File: src/rtl/ssir_pkg.sv
// Shared types and constants for the sorted set insert/remove block.
// Used by the storage cell and by the top level; depends on nothing.
package ssir_pkg;

  localparam int CAPACITY = 64;
  localparam int CNT_W    = $clog2(CAPACITY + 1);

  localparam logic KIND_INSERT = 1'b0;
  localparam logic KIND_REMOVE = 1'b1;

  typedef struct packed {
    logic               kind;
    logic signed [31:0] value;
  } ssir_item_t;

  typedef struct packed {
    logic       was_present;
    logic       changed;
    logic       dropped_full;
    logic [6:0] element_count;
  } ssir_result_t;

  // Per-cycle command broadcast to every cell of the row.
  typedef struct packed {
    logic cmp;  // register compare flags against the key
    logic ins;  // open a slot at the insert position and write the key
    logic rem;  // close the gap at the matching entry
  } ssir_cmd_t;

  typedef enum logic [1:0] {
    ST_IDLE,
    ST_CMP,
    ST_UPD
  } ssir_state_e;

endpackage

File: src/rtl/ssir_cell.sv
// One storage cell of the sorted row: holds a single entry and its compare flags.
// Depends on ssir_pkg for the command struct.
module ssir_cell
  import ssir_pkg::*;
(
  input  logic               clk_i,
  input  logic               rst_ni,
  input  ssir_cmd_t          cmd_i,
  input  logic               active_i,
  input  logic signed [31:0] key_i,
  input  logic signed [31:0] left_entry_i,
  input  logic               left_below_i,
  input  logic signed [31:0] right_entry_i,
  output logic signed [31:0] entry_o,
  output logic               below_o,
  output logic               hit_o
);

  logic signed [31:0] entry_q, entry_d;
  logic               below_q, below_d;
  logic               hit_q, hit_d;

  always_comb begin
    below_d = below_q;
    hit_d   = hit_q;
    entry_d = entry_q;
    if (cmd_i.cmp) begin
      below_d = active_i && (entry_q < key_i);
      hit_d   = active_i && (entry_q == key_i);
    end
    if (cmd_i.ins) begin
      // Cells past the insert position take their left neighbor; the cell at it takes the key.
      if (!left_below_i) begin
        entry_d = left_entry_i;
      end else if (!below_q) begin
        entry_d = key_i;
      end
    end else if (cmd_i.rem) begin
      if (!below_q) begin
        entry_d = right_entry_i;
      end
    end
  end

  always_ff @(posedge clk_i or negedge rst_ni) begin
    if (!rst_ni) begin
      below_q <= 1'b0;
      hit_q   <= 1'b0;
    end else begin
      below_q <= below_d;
      hit_q   <= hit_d;
    end
  end

  always_ff @(posedge clk_i) begin
    entry_q <= entry_d;
  end

  assign entry_o = entry_q;
  assign below_o = below_q;
  assign hit_o   = hit_q;

endmodule

File: config.mk
export PLATFORM = sky130hd
export DESIGN_NAME = ssir_cell
export DESIGN_NICKNAME = d
export VERILOG_FILES = /design/src/rtl/ssir_pkg.sv /design/src/rtl/ssir_cell.sv
export SDC_FILE = /design/constraint.sdc
export NUM_CORES = 1
export LEC_CHECK = 0
export BUFFER_PORTS_ARGS = -buffer_cell sky130_fd_sc_hd__buf_2
export CORE_UTILIZATION = 49
export DETAILED_ROUTE_END_ITERATION = 10
export PLACE_DENSITY = 0.89
export SLEW_MARGIN = 10
export SYNTH_ARGS = -nofsm -noshare
export SYNTH_HDL_FRONTEND = slang
export SYNTH_SLANG_ARGS = --single-unit
File: constraint.sdc
create_clock -name clk_i -period 7.7 [get_ports clk_i]
set_input_delay 0.77 -clock clk_i [delete_from_list [all_inputs] [get_ports clk_i]]
set_output_delay 0.77 -clock clk_i [all_outputs]
set_load 0.05 [all_outputs]
==> results by group, run 1 <==
Outcome
  – Status: complete, no violations

STA
  – Pins Over Slew Limit: 0
  – Fin Hold WS: between 0.2 and 0.3 ns
  – RSZ-0062 raised after global routing: no
  – Fin. Hold Viols: 0
  – Fmax: 409 MHz
  – Fraction of the cycle the final worst path needs: 31.7%
  – Clock Skew: 0.00725 ns
  – Endpoints failing setup: 0
  – Post-layout min period: approximately 2.4 ns
  – Slew @ Worst Pin: about 1.0 ns
  – Setup Total Neg Slack: 0 ns
  – Slew HR: between 20% and 30%

CTS
  – Worst-Skew Late Latency: approximately 0.27 ns
  – Max clock buf depth: 2
  – Post-CTS setup buffer count: 0
  – Clock slew at reported path FFs: approximately 0.070 ns
  – Clock buffer count from CTS: 5
  – Hold-fix buffers, CTS: 0
  – Root buf cell: clkbuf_8
  – TritonCTS clock tree: done
  – Cts repair resizes: 0
  – H-tree levels: 2
  – Clock Sink Count: 34

Logic synthesis
  – YS warnings: 0
  – Largest area contributor in the netlist: edfxtp_1
  – Syn Nets: 399
  – Post-synthesis register bit count: 34
  – Mean Syn Cell Area: ~9.6 sq um
  – Share of the yosys chip area belonging to registers: 39.7%
  – Top cell type's share of synthesized area: between 30% and 40%
  – Mapped Area: approximately 2500 sq um
  – Synth area leaders: edfxtp_1, ha_1, mux2i_1, a21oi_1, inv_1
  – Library cells used by synthesis: 32
  – Syn Inst Count: 264

Global route
  – Global-route wire length before repair: about 9800 um
  – Total track usage: roughly 23%
  – Largest net degree at the start of global routing: 66
  – Grt total ovfl: 0
  – Initial antenna violation count: 0
  – Vias in the first global route: 2252

Place
  – Cell total after placement: ~460
  – GP Congestion: a little over 0.8
  – Placed Area: 3280 sq um
  – Input/output buffers: between 100 and 150
  – HPWL after detailed placement: between 5000 and 6000 um

Worst setup path
  – Crit-path max cell delay: between 0.8 and 0.9 ns
  – Arr. time, crit path: between 2 and 2.5 ns
  – Startpoint types: primary input
  – CP max-delay cell: a21oi_4
  – Worst endpoint required time: between 7 and 8 ns
  – CP max FO: 65
  – Cell chain of the critical path: buf_2 -> buf_4 -> a21oi_1 -> a21oi_4
  – Crit path buf inv count: 2
  – CP Capture Type: flop
  – Critical path startpoint: cmd_i[1]
  – Worst R2R Start: entry_o[5]$_DFFE_PP_
  – Largest delay share family, worst path: compound AO/OA/AOI/OAI gates
  – Setup Crit Path Kind: primary input to flop

Cells and area
  – Design Area, Final: roughly 3400 sq um
  – Non-filler cells, final: ~470
  – Most common cell after layout, fill and taps aside: buf_2
  – # nets final: 532
  – Layout area overhead: 32.1%
  – Fraction of layout cells with a size suffix above 1: 37.4%
  – Ant diodes: 0
  – Most frequent cells in the layout: buf_2, a21oi_1, inv_1

Pwr
  – PD cells: about 190 nW/um^2
  – Tot Pwr: between 0.0006 and 0.0007 W
  – LEAKAGE: around 1.7 nW
  – Maximum VDD drop: 0.145 mV

Detailed routing
  – First-pass detailed-route iteration total: 4
  – WL/cell: between 10 and 15 um
  – DRT antenna net count: 0
  – Drt total wl: about 6300 um
  – Vias per cell: 5.04
  – DR iter-0 viols: 76
  – DRC viols: 0
  – Routed vias: roughly 2300

Floorplanning
  – Die width: roughly 74 um
  – Die Height: between 70 and 80 um
  – # rows: 25
  – I/O pin total: ~140
  – Die footprint: ~5500 sq um
  – Core footprint: between 4000 and 5000 sq um
  – Initial Util: roughly 53%

Run
  – Max Cap Viol: 0

Hold path
  – Hold Crit Class: primary input to asynchronous set/reset pin
[worst reg2reg max path, cell delays in order (launching register included)]
cell and delay [ns]:
edfxtp_1 0.41, ha_1 0.32, a21oi_1 0.16, o21ai_1 0.08, a221oi_1 0.32, nor3b_1 0.09
a2111o_1 0.41, o211ai_2 0.07
[area by class of cell]
type                    instances  area (sq um)
multi-input cells             184          1370
clock buffers                   8          80.1
fillers                       380          1480
flip-flops and latches         34          1010
well taps                      67          83.8
repair buffers                137           688
inverters                      35           131
[sequential cells by signal, indices dropped and copies added (netlist names)]
signal / cells
entry_o: 32
hit_o: 1
below_o: 1
[cell families (layout without fill, tap and decap cells)]
logic type               count (synthesis)  after routing  share of synthesized area (%)
AO/OA/AOI/OAI                           59             59                           13.2
adder cells (fa/ha/maj)                 32             32                           15.7
flip-flops                              34             34                           39.7
AND/OR/NAND/NOR                         61             61                           11.8
multiplexers                            32             32                           12.6
buffers and inverters                   46            180                           6.93
[final timing paths]
check                                        to  slack (ns)  cells past startpoint
min                           hit_o$_DFFE_PN0P_        0.27                      1
max                        entry_o[0]$_DFFE_PP_        5.26                      4
max in group asynchronous   below_o$_DFFE_PN0P_        7.32                      1
min in group clk_i            hit_o$_DFFE_PN0P_        0.53                      2
min reg2reg                   hit_o$_DFFE_PN0P_        0.53                      2
max reg2reg                 below_o$_DFFE_PN0P_        5.75                      7
[cells in the mapped netlist, drive strengths merged]
cell type  count
nand2          7
ha            32
and3           1
a21oi         46
clkbuf         7
a211o          1
nor2          34
nand4          7
o211ai         3
a2111o         1
mux2i         32
dfrtp          2
nor3b          1
inv           35
buf            4
nor3           1
edfxtp        32
a211oi         1
nor2b          1
nand3          6
a221oi         1
a2111oi        1
nor4           2
a22oi          1
o21ai          4
nand4b         1
[per-stage QoR]
stage / utilization, % / setup WS [ns]
after CTS: 69.4 / 5.25
after global placement: 67.7 / 5.05
after global routing: 69.4 / 5.09
final: 69.4 / 5.26
after floorplan: - / 4.52
after detailed placement: 67.7 / 4.96
[where the power goes]
| group | switching [W] | internal, W |
|---|---|---|
| Sequential | 0.0000145 | 0.000237 |
| Clock | 0.0000598 | 0.0000642 |
| Combinational | 0.000173 | 0.0000825 |
| Total | 0.000247 | 0.000383 |
[layer usage]
metal / vias to the layer above / part of all wire, % / global-route usage, %
met5: - / 0 / 0
met2: 63 / 53 / 42.1
met4: 0 / 1.1 / 7.26
met1: 1056 / 42 / 27.9
li1: 1219 / - / -
met3: 6 / 3.5 / 3.66
(Power assumes the default switching activity.)
==> run 2, diff against run 1 <==
--- a/config.mk
+++ b/config.mk
@@ -6,9 +6,9 @@
 export NUM_CORES = 1
 export LEC_CHECK = 0
 export BUFFER_PORTS_ARGS = -buffer_cell sky130_fd_sc_hd__buf_2
-export CORE_UTILIZATION = 49
+export CORE_UTILIZATION = 46
 export DETAILED_ROUTE_END_ITERATION = 10
-export PLACE_DENSITY = 0.89
+export PLACE_DENSITY = 0.85
 export SLEW_MARGIN = 10
 export SYNTH_ARGS = -nofsm -noshare
 export SYNTH_HDL_FRONTEND = slang
==> constraint.sdc (replaced) <==
create_clock -name clk_i -period 2.33 [get_ports clk_i]
set_input_delay 0.233 -clock clk_i [delete_from_list [all_inputs] [get_ports clk_i]]
set_output_delay 0.233 -clock clk_i [all_outputs]
set_load 0.05 [all_outputs]
==> run 2 against run 1 <==
  * Clock skew is 0.0018 ns lower
  * Die area is 6.3% higher
  * Flip-flop and latch count stayed put
  * Sequential power grew to 3.3 times the previous value
  * Critical path depth is 2 higher
  * Sequential share of layout area is 0.33 points lower
  * Non-clock buffer count is 4 higher
  * Clock power grew to 3.4 times the previous value
  * Worst hold slack worse by 0.067 ns
==> results by group, run 2 (synthesis results as in run 1) <==
Outcome
  – Status: complete, no violations

Cells and area
  – # nets final: 536
  – Design Area, Final: roughly 3400 sq um
  – Most frequent cells in the layout: buf_2, a21oi_1, inv_1
  – Filler cell count: between 400 and 500
  – Most common cell after layout, fill and taps aside: buf_2
  – Final core utilization: approximately two thirds
  – Layout area overhead: 33.6%
  – Fraction of layout cells with a size suffix above 1: roughly two fifths
  – Ant diodes: 0
  – Max FFs per register: 32

Detailed routing
  – Drt total wl: approximately 6600 um
  – DR iter-0 viols: 96
  – DRC viols: 0
  – DRT antenna net count: 0
  – First-pass detailed-route iteration total: 4
  – WL/cell: between 10 and 15 um
  – Vias per cell: ~5.2
  – Routed vias: about 2500

Global route
  – Vias in the first global route: 2543
  – Total track usage: around 23%
  – Grt total ovfl: 0
  – Initial antenna violation count: 0
  – Largest net degree at the start of global routing: 37
  – Global-route wire length before repair: between 10000 and 15000 um

Worst setup path
  – Largest delay share family, worst path: compound AO/OA/AOI/OAI gates
  – CP max-delay cell: a2111oi_1
  – Setup Crit Path Kind: flop to flop
  – CP max FO: 3
  – Crit path buf inv count: 0
  – Arr. time, crit path: 2.10 ns
  – Startpoint types: flop
  – Cell chain of the critical path: ha_1 -> nand4_1 -> a2111oi_1 -> a211o_1 -> a2111o_1 -> o211ai_2
  – CP Capture Type: flop
  – Crit-path max cell delay: around 0.53 ns
  – Worst endpoint required time: about 2.5 ns

STA
  – Slew HR: between 60% and 70%
  – Post-layout min period: about 1.9 ns
  – Setup Total Neg Slack: 0 ns
  – RSZ-0062 raised after global routing: no
  – Setup WS post-layout: slightly below 0.4 ns
  – Endpoints failing setup: 0
  – Pins Over Slew Limit: 0
  – Fin. Hold Viols: 0
  – Fmax: between 500 and 600 MHz
  – Clock Skew: about 0.0054 ns
  – Fraction of the cycle the final worst path needs: between 80% and 90%
  – Slew @ Worst Pin: about 0.56 ns

CTS
  – Root buf cell: clkbuf_8
  – Max clock buf depth: 2
  – H-tree levels: 2
  – Clock Sink Count: 34
  – TritonCTS clock tree: done
  – Clock slew at reported path FFs: roughly 0.07 ns
  – Worst-Skew Late Latency: approximately 0.28 ns
  – Clock buffer count from CTS: 5

Pwr
  – PD cells: about 620 nW/um^2
  – LEAKAGE: 1.77 nW
  – Maximum VDD drop: 0.376 mV

Place
  – HPWL after detailed placement: around 5300 um
  – GP Congestion: approximately 0.8
  – Placed Area: between 3000 and 4000 sq um
  – Input/output buffers: approximately 140
  – Setup WS pre-CTS: approximately 0.39 ns

Floorplanning
  – Die footprint: just under 6000 sq um
  – # rows: 26
  – Die width: ~76 um
  – Die Height: between 70 and 80 um
  – Core footprint: about 5200 sq um
  – Initial Util: 48.9%
  – I/O pin total: ~140

Hold path
  – Hold Crit Class: primary input to flop

Run
  – Max Cap Viol: 0
[run 2: metrics by stage]
step	instances	hold WS, ns	power [W]
4_1_cts	472	0.197	0.00211
3_5_place_dp	463	0.0274	0.00169
5_1_grt	472	0.206	0.00222
3_3_place_gp	463	0.0311	0.00166
6_report	472	0.202	0.00209
2_1_floorplan	264	-0.0626	0.00143
[run 2: worst paths after layout]
check	startpoint	end	slack, ns	depth (start not counted)
max	entry_o[7]$_DFFE_PP_	below_o$_DFFE_PN0P_	0.39	6
min reg2reg	hit_o$_DFFE_PN0P_	hit_o$_DFFE_PN0P_	0.53	2
max in group asynchronous	rst_ni	below_o$_DFFE_PN0P_	1.95	2
min in group asynchronous	rst_ni	hit_o$_DFFE_PN0P_	0.28	2
max reg2reg	entry_o[7]$_DFFE_PP_	below_o$_DFFE_PN0P_	0.39	6
min	cmd_i[2]	below_o$_DFFE_PN0P_	0.20	2
[run 2: layout make-up]
| type | instances | area (sq um) | area share (%) |
|---|---|---|---|
| clock buffers | 6 | 72.6 | 2.13 |
| clock inverters | 2 | 8.76 | 0.257 |
| inverters | 35 | 131 | 3.86 |
| multi-input cells | 184 | 1370 | 40.3 |
| flip-flops and latches | 34 | 1010 | 29.7 |
| well taps | 70 | 87.6 | 2.57 |
| repair buffers | 141 | 721 | 21.2 |
[run 2: power breakdown]
group          switching (W)  internal [W]  total [W]
combinational       0.000575      0.000277   0.000852
sequential         0.0000451      0.000780   0.000825
clock               0.000213      0.000206   0.000418
[run 2: repair_timing]
action	CTS	global route
hold buffers	1	0
gates resized for setup	0	0
buffers inserted	0	0
hold endpoints to repair	2	0
[run 2: per-layer routing]
| layer | global-route usage (%) | vias to the layer above | wire, um |
|---|---|---|---|
| met2 | 43.0 | 87 | 3420 |
| met5 | 0 | - | 0 |
| li1 | - | 1225 | - |
| met1 | 26.1 | 1145 | 2720 |
| met3 | 4.31 | 15 | 288 |
| met4 | 7.88 | 0 | 123 |
==> run 3, diff against run 2 <==
--- a/config.mk
+++ b/config.mk
@@ -5,10 +5,11 @@
 export SDC_FILE = /design/constraint.sdc
 export NUM_CORES = 1
 export LEC_CHECK = 0
+export ABC_AREA = 1
 export BUFFER_PORTS_ARGS = -buffer_cell sky130_fd_sc_hd__buf_2
-export CORE_UTILIZATION = 46
+export CORE_UTILIZATION = 41
 export DETAILED_ROUTE_END_ITERATION = 10
-export PLACE_DENSITY = 0.85
+export PLACE_DENSITY = 0.8
 export SLEW_MARGIN = 10
 export SYNTH_ARGS = -nofsm -noshare
 export SYNTH_HDL_FRONTEND = slang
==> constraint.sdc (replaced) <==
create_clock -name clk_i -period 1.6 [get_ports clk_i]
set_input_delay 0.16 -clock clk_i [delete_from_list [all_inputs] [get_ports clk_i]]
set_output_delay 0.16 -clock clk_i [all_outputs]
set_load 0.05 [all_outputs]
==> run 3 against run 2 <==
  * The run now ends with setup timing left
  * Worst setup slack worse by 0.42 ns
  * Area after synthesis up 1.5%
  * Clock power is 53% higher
  * Worst hold slack lost 0.074 ns
  * Global-route usage increased by 1.2 points
  * Final cell count increased by 18%
  * Combinational power grew 64%
  * Clock skew up 0.0022 ns
  * First-iteration DRC count increased by 58%
  * Largest cell class unchanged
==> results by group, run 3 <==
Cells and area
  – Max FFs per register: 32
  – Filler cell count: about 520
  – Most common cell after layout, fill and taps aside: buf_2
  – Area taken by multi-input logic gates: between 1000 and 1500 sq um
  – Layout area overhead: 42.1%
  – Fraction of layout cells with a size suffix above 1: 38.3%
  – Sequential Area: around 1000 sq um
  – Non-filler cells, final: 555
  – # nets final: just over 600
  – Design Area, Final: between 3000 and 4000 sq um
  – Ant diodes: 0
  – Most frequent cells in the layout: buf_2, nand2_1, o21ai_0

STA
  – Setup WS post-layout: -0.0261 ns
  – Fin. Hold Viols: 0
  – Fmax: 615 MHz
  – Endpoints failing setup: 1
  – Clock Skew: 0.00764 ns
  – RSZ-0062 raised after global routing: yes
  – Slew HR: about 74%
  – Slew @ Worst Pin: 0.387 ns
  – Pins Over Slew Limit: 0
  – Post-layout min period: around 1.6 ns
  – Fraction of the cycle the final worst path needs: 102%

Floorplanning
  – Die width: just over 80 um
  – Die Height: just over 80 um
  – Initial Util: a little over two fifths
  – I/O pin total: 137
  – Die footprint: between 6000 and 7000 sq um
  – Core footprint: 5990 sq um
  – # rows: 28

Hold path
  – Hold Crit Class: primary input to flop

Place
  – Input/output buffers: about 140
  – Setup WS pre-CTS: -0.0383 ns
  – GP Congestion: approximately 0.80
  – Placed Area: 3430 sq um
  – Cell total after placement: 543
  – HPWL after detailed placement: 5940 um

Worst setup path
  – Setup Crit Path Kind: flop to flop
  – CP max FO: 2
  – Startpoint types: flop
  – R2R setup slack: -0.03 ns
  – Worst endpoint required time: 1.79 ns
  – Arr. time, crit path: 1.82 ns
  – CP Capture Type: flop

CTS
  – Clock slew at reported path FFs: about 0.08 ns
  – Worst-Skew Late Latency: around 0.29 ns
  – Clock buffer count from CTS: 5
  – H-tree levels: 2
  – Clock Sink Count: 34
  – TritonCTS clock tree: done
  – Root buf cell: clkbuf_8
  – Max clock buf depth: 2

Logic synthesis
  – YS warnings: 0
  – Largest area contributor in the netlist: edfxtp_1
  – Library cells used by synthesis: 24
  – Mean Syn Cell Area: slightly below 8 sq um
  – Post-synthesis register bit count: 34
  – Synth area leaders: edfxtp_1, ha_1, o21ai_0, nand2_1, inv_1
  – Syn Nets: approximately 470
  – Synth async-reset ratio: about 6%
  – Post-synth EDFFs: 32
  – Top cells by count, synth: nand2_1, o21ai_0, inv_1
  – Most numerous cell in the Yosys netlist: nand2_1
  – Mapped Area: around 2600 sq um
  – Syn Inst Count: around 330
  – Prevailing post-synth register cell: edfxtp_1
  – Top cell type's share of synthesized area: a little under two fifths
  – Share of the yosys chip area belonging to registers: 39.1%

Detailed routing
  – First-pass detailed-route iteration total: 4
  – DR WL met3: between 500 and 600 um
  – DR iter-0 viols: about 150
  – Vias per cell: about 5
  – Met1 wire length: approximately 3100 um
  – WL/cell: approximately 14 um
  – DRC viols: 0
  – Met2 wire len: around 4000 um
  – DRT antenna net count: 0
  – Drt total wl: between 7000 and 8000 um
  – Top sig layer: met4
  – Routed vias: roughly 2800

Pwr
  – Switching part of the total power: a little over two fifths
  – Comb power frac: between 40% and 50%
  – PD cells: 890 nW/um^2
  – Maximum VDD drop: ~0.56 mV
  – Clock network power share: just under 20%
  – Sequential fraction of design power: ~38%
  – Internal power: roughly 0.0019 W
  – Switching power total: about 0.0014 W
  – LEAKAGE: 1.92 nW

Run
  – Max Cap Viol: 0

Outcome
  – Failing checks: setup timing
  – Status: finished with violations

Global route
  – Grt total ovfl: 0
  – Total track usage: between 20% and 30%
  – Initial antenna violation count: 0
  – Vias in the first global route: ~2600
  – Global-route wire length before repair: roughly 12000 um
  – Largest net degree at the start of global routing: 33
==> run 3: changes by cell type in the layout (fill, tap and decap cells not counted), sizes merged, moves of 10 or more <==
cell	previous run	this run
a21oi	46	12
buf	140	150
inv	35	47
mux2i	32	0
nand2	7	77
o21ai	4	65
==> run 3: final timing paths <==
| path | start | end | cells past startpoint |
|---|---|---|---|
| max reg2reg | entry_o[15]$_DFFE_PP_ | below_o$_DFFE_PN0P_ | 12 |
| min in group asynchronous | rst_ni | hit_o$_DFFE_PN0P_ | 2 |
| min | cmd_i[2] | hit_o$_DFFE_PN0P_ | 4 |
| max in group asynchronous | rst_ni | below_o$_DFFE_PN0P_ | 2 |
| max | entry_o[15]$_DFFE_PP_ | below_o$_DFFE_PN0P_ | 12 |
| min reg2reg | hit_o$_DFFE_PN0P_ | hit_o$_DFFE_PN0P_ | 2 |
==> run 3: power groups by stage <==
stage               Clock (W)  Sequential [W]  Combinational [W]
floorplan                   0         0.00166           0.000461
global placement            0         0.00122            0.00129
detailed placement          0         0.00123            0.00132
CTS                  0.000650         0.00121            0.00134
global route         0.000688         0.00124            0.00154
finish               0.000639         0.00123            0.00140
==> run 3: cell type report <==
type / count / area share [%]
Tap cell: 75 / 2.56
Clock buffer: 5 / 1.87
Multi-Input combinational cell: 240 / 40.8
Timing Repair Buffer: 151 / 22.0
Inverter: 47 / 4.80
Sequential cell: 34 / 27.5
Clock inverter: 3 / 0.443
==> run 3: timing repair <==
item                                    in CTS  in global routing
endpoints found under the setup margin       1                  1
resized for setup                            2                 16
buffers inserted                             1                  2
endpoints found under the hold margin        2                  0
pin swaps                                    1                  7
hold buffers                                 1                  0
==> run 3: routing by layer <==
metal	up-vias	global-route usage (%)
li1	1393	-
met5	-	0
met3	13	4.94
met4	0	9.82
met2	113	40.9
met1	1274	30.0
==> run 3: cells by family after synthesis <==
logic type                 Yosys count  synth area share, %
and+or+nand+nor                    127                 20.5
AOI/OAI and AO/OA                   81                 16.2
buffers and inverters               59                 8.62
DFF                                 34                 39.1
adders and majority gates           32                 15.5
==> run 3: worst max-delay path: stages (launching register included) <==
cell	delay (ns)
edfxtp_1	0.44
ha_4	0.30
nand2_2	0.07
nor2_4	0.12
nand2_2	0.08
nor2_4	0.12
nand2_2	0.06
nand4_2	0.07
nand2_2	0.07
nand2_2	0.06
nand2_1	0.04
nand3_1	0.06
nand2_1	0.04
==> run 3: metrics by stage <==
stage	hold slack (ns)	TNS [ns]	power, W	util (%)
final	0.127	-0.0261	0.00327	61.3
after global routing	0.151	-0.203	0.00347	61.3
after CTS	0.130	-0.0223	0.00321	59.3
after detailed placement	-0.0462	-0.0383	0.00256	57.3
after global placement	-0.0476	-0.00255	0.00251	57.3
after floorplan	-0.136	-0.757	0.00212	-
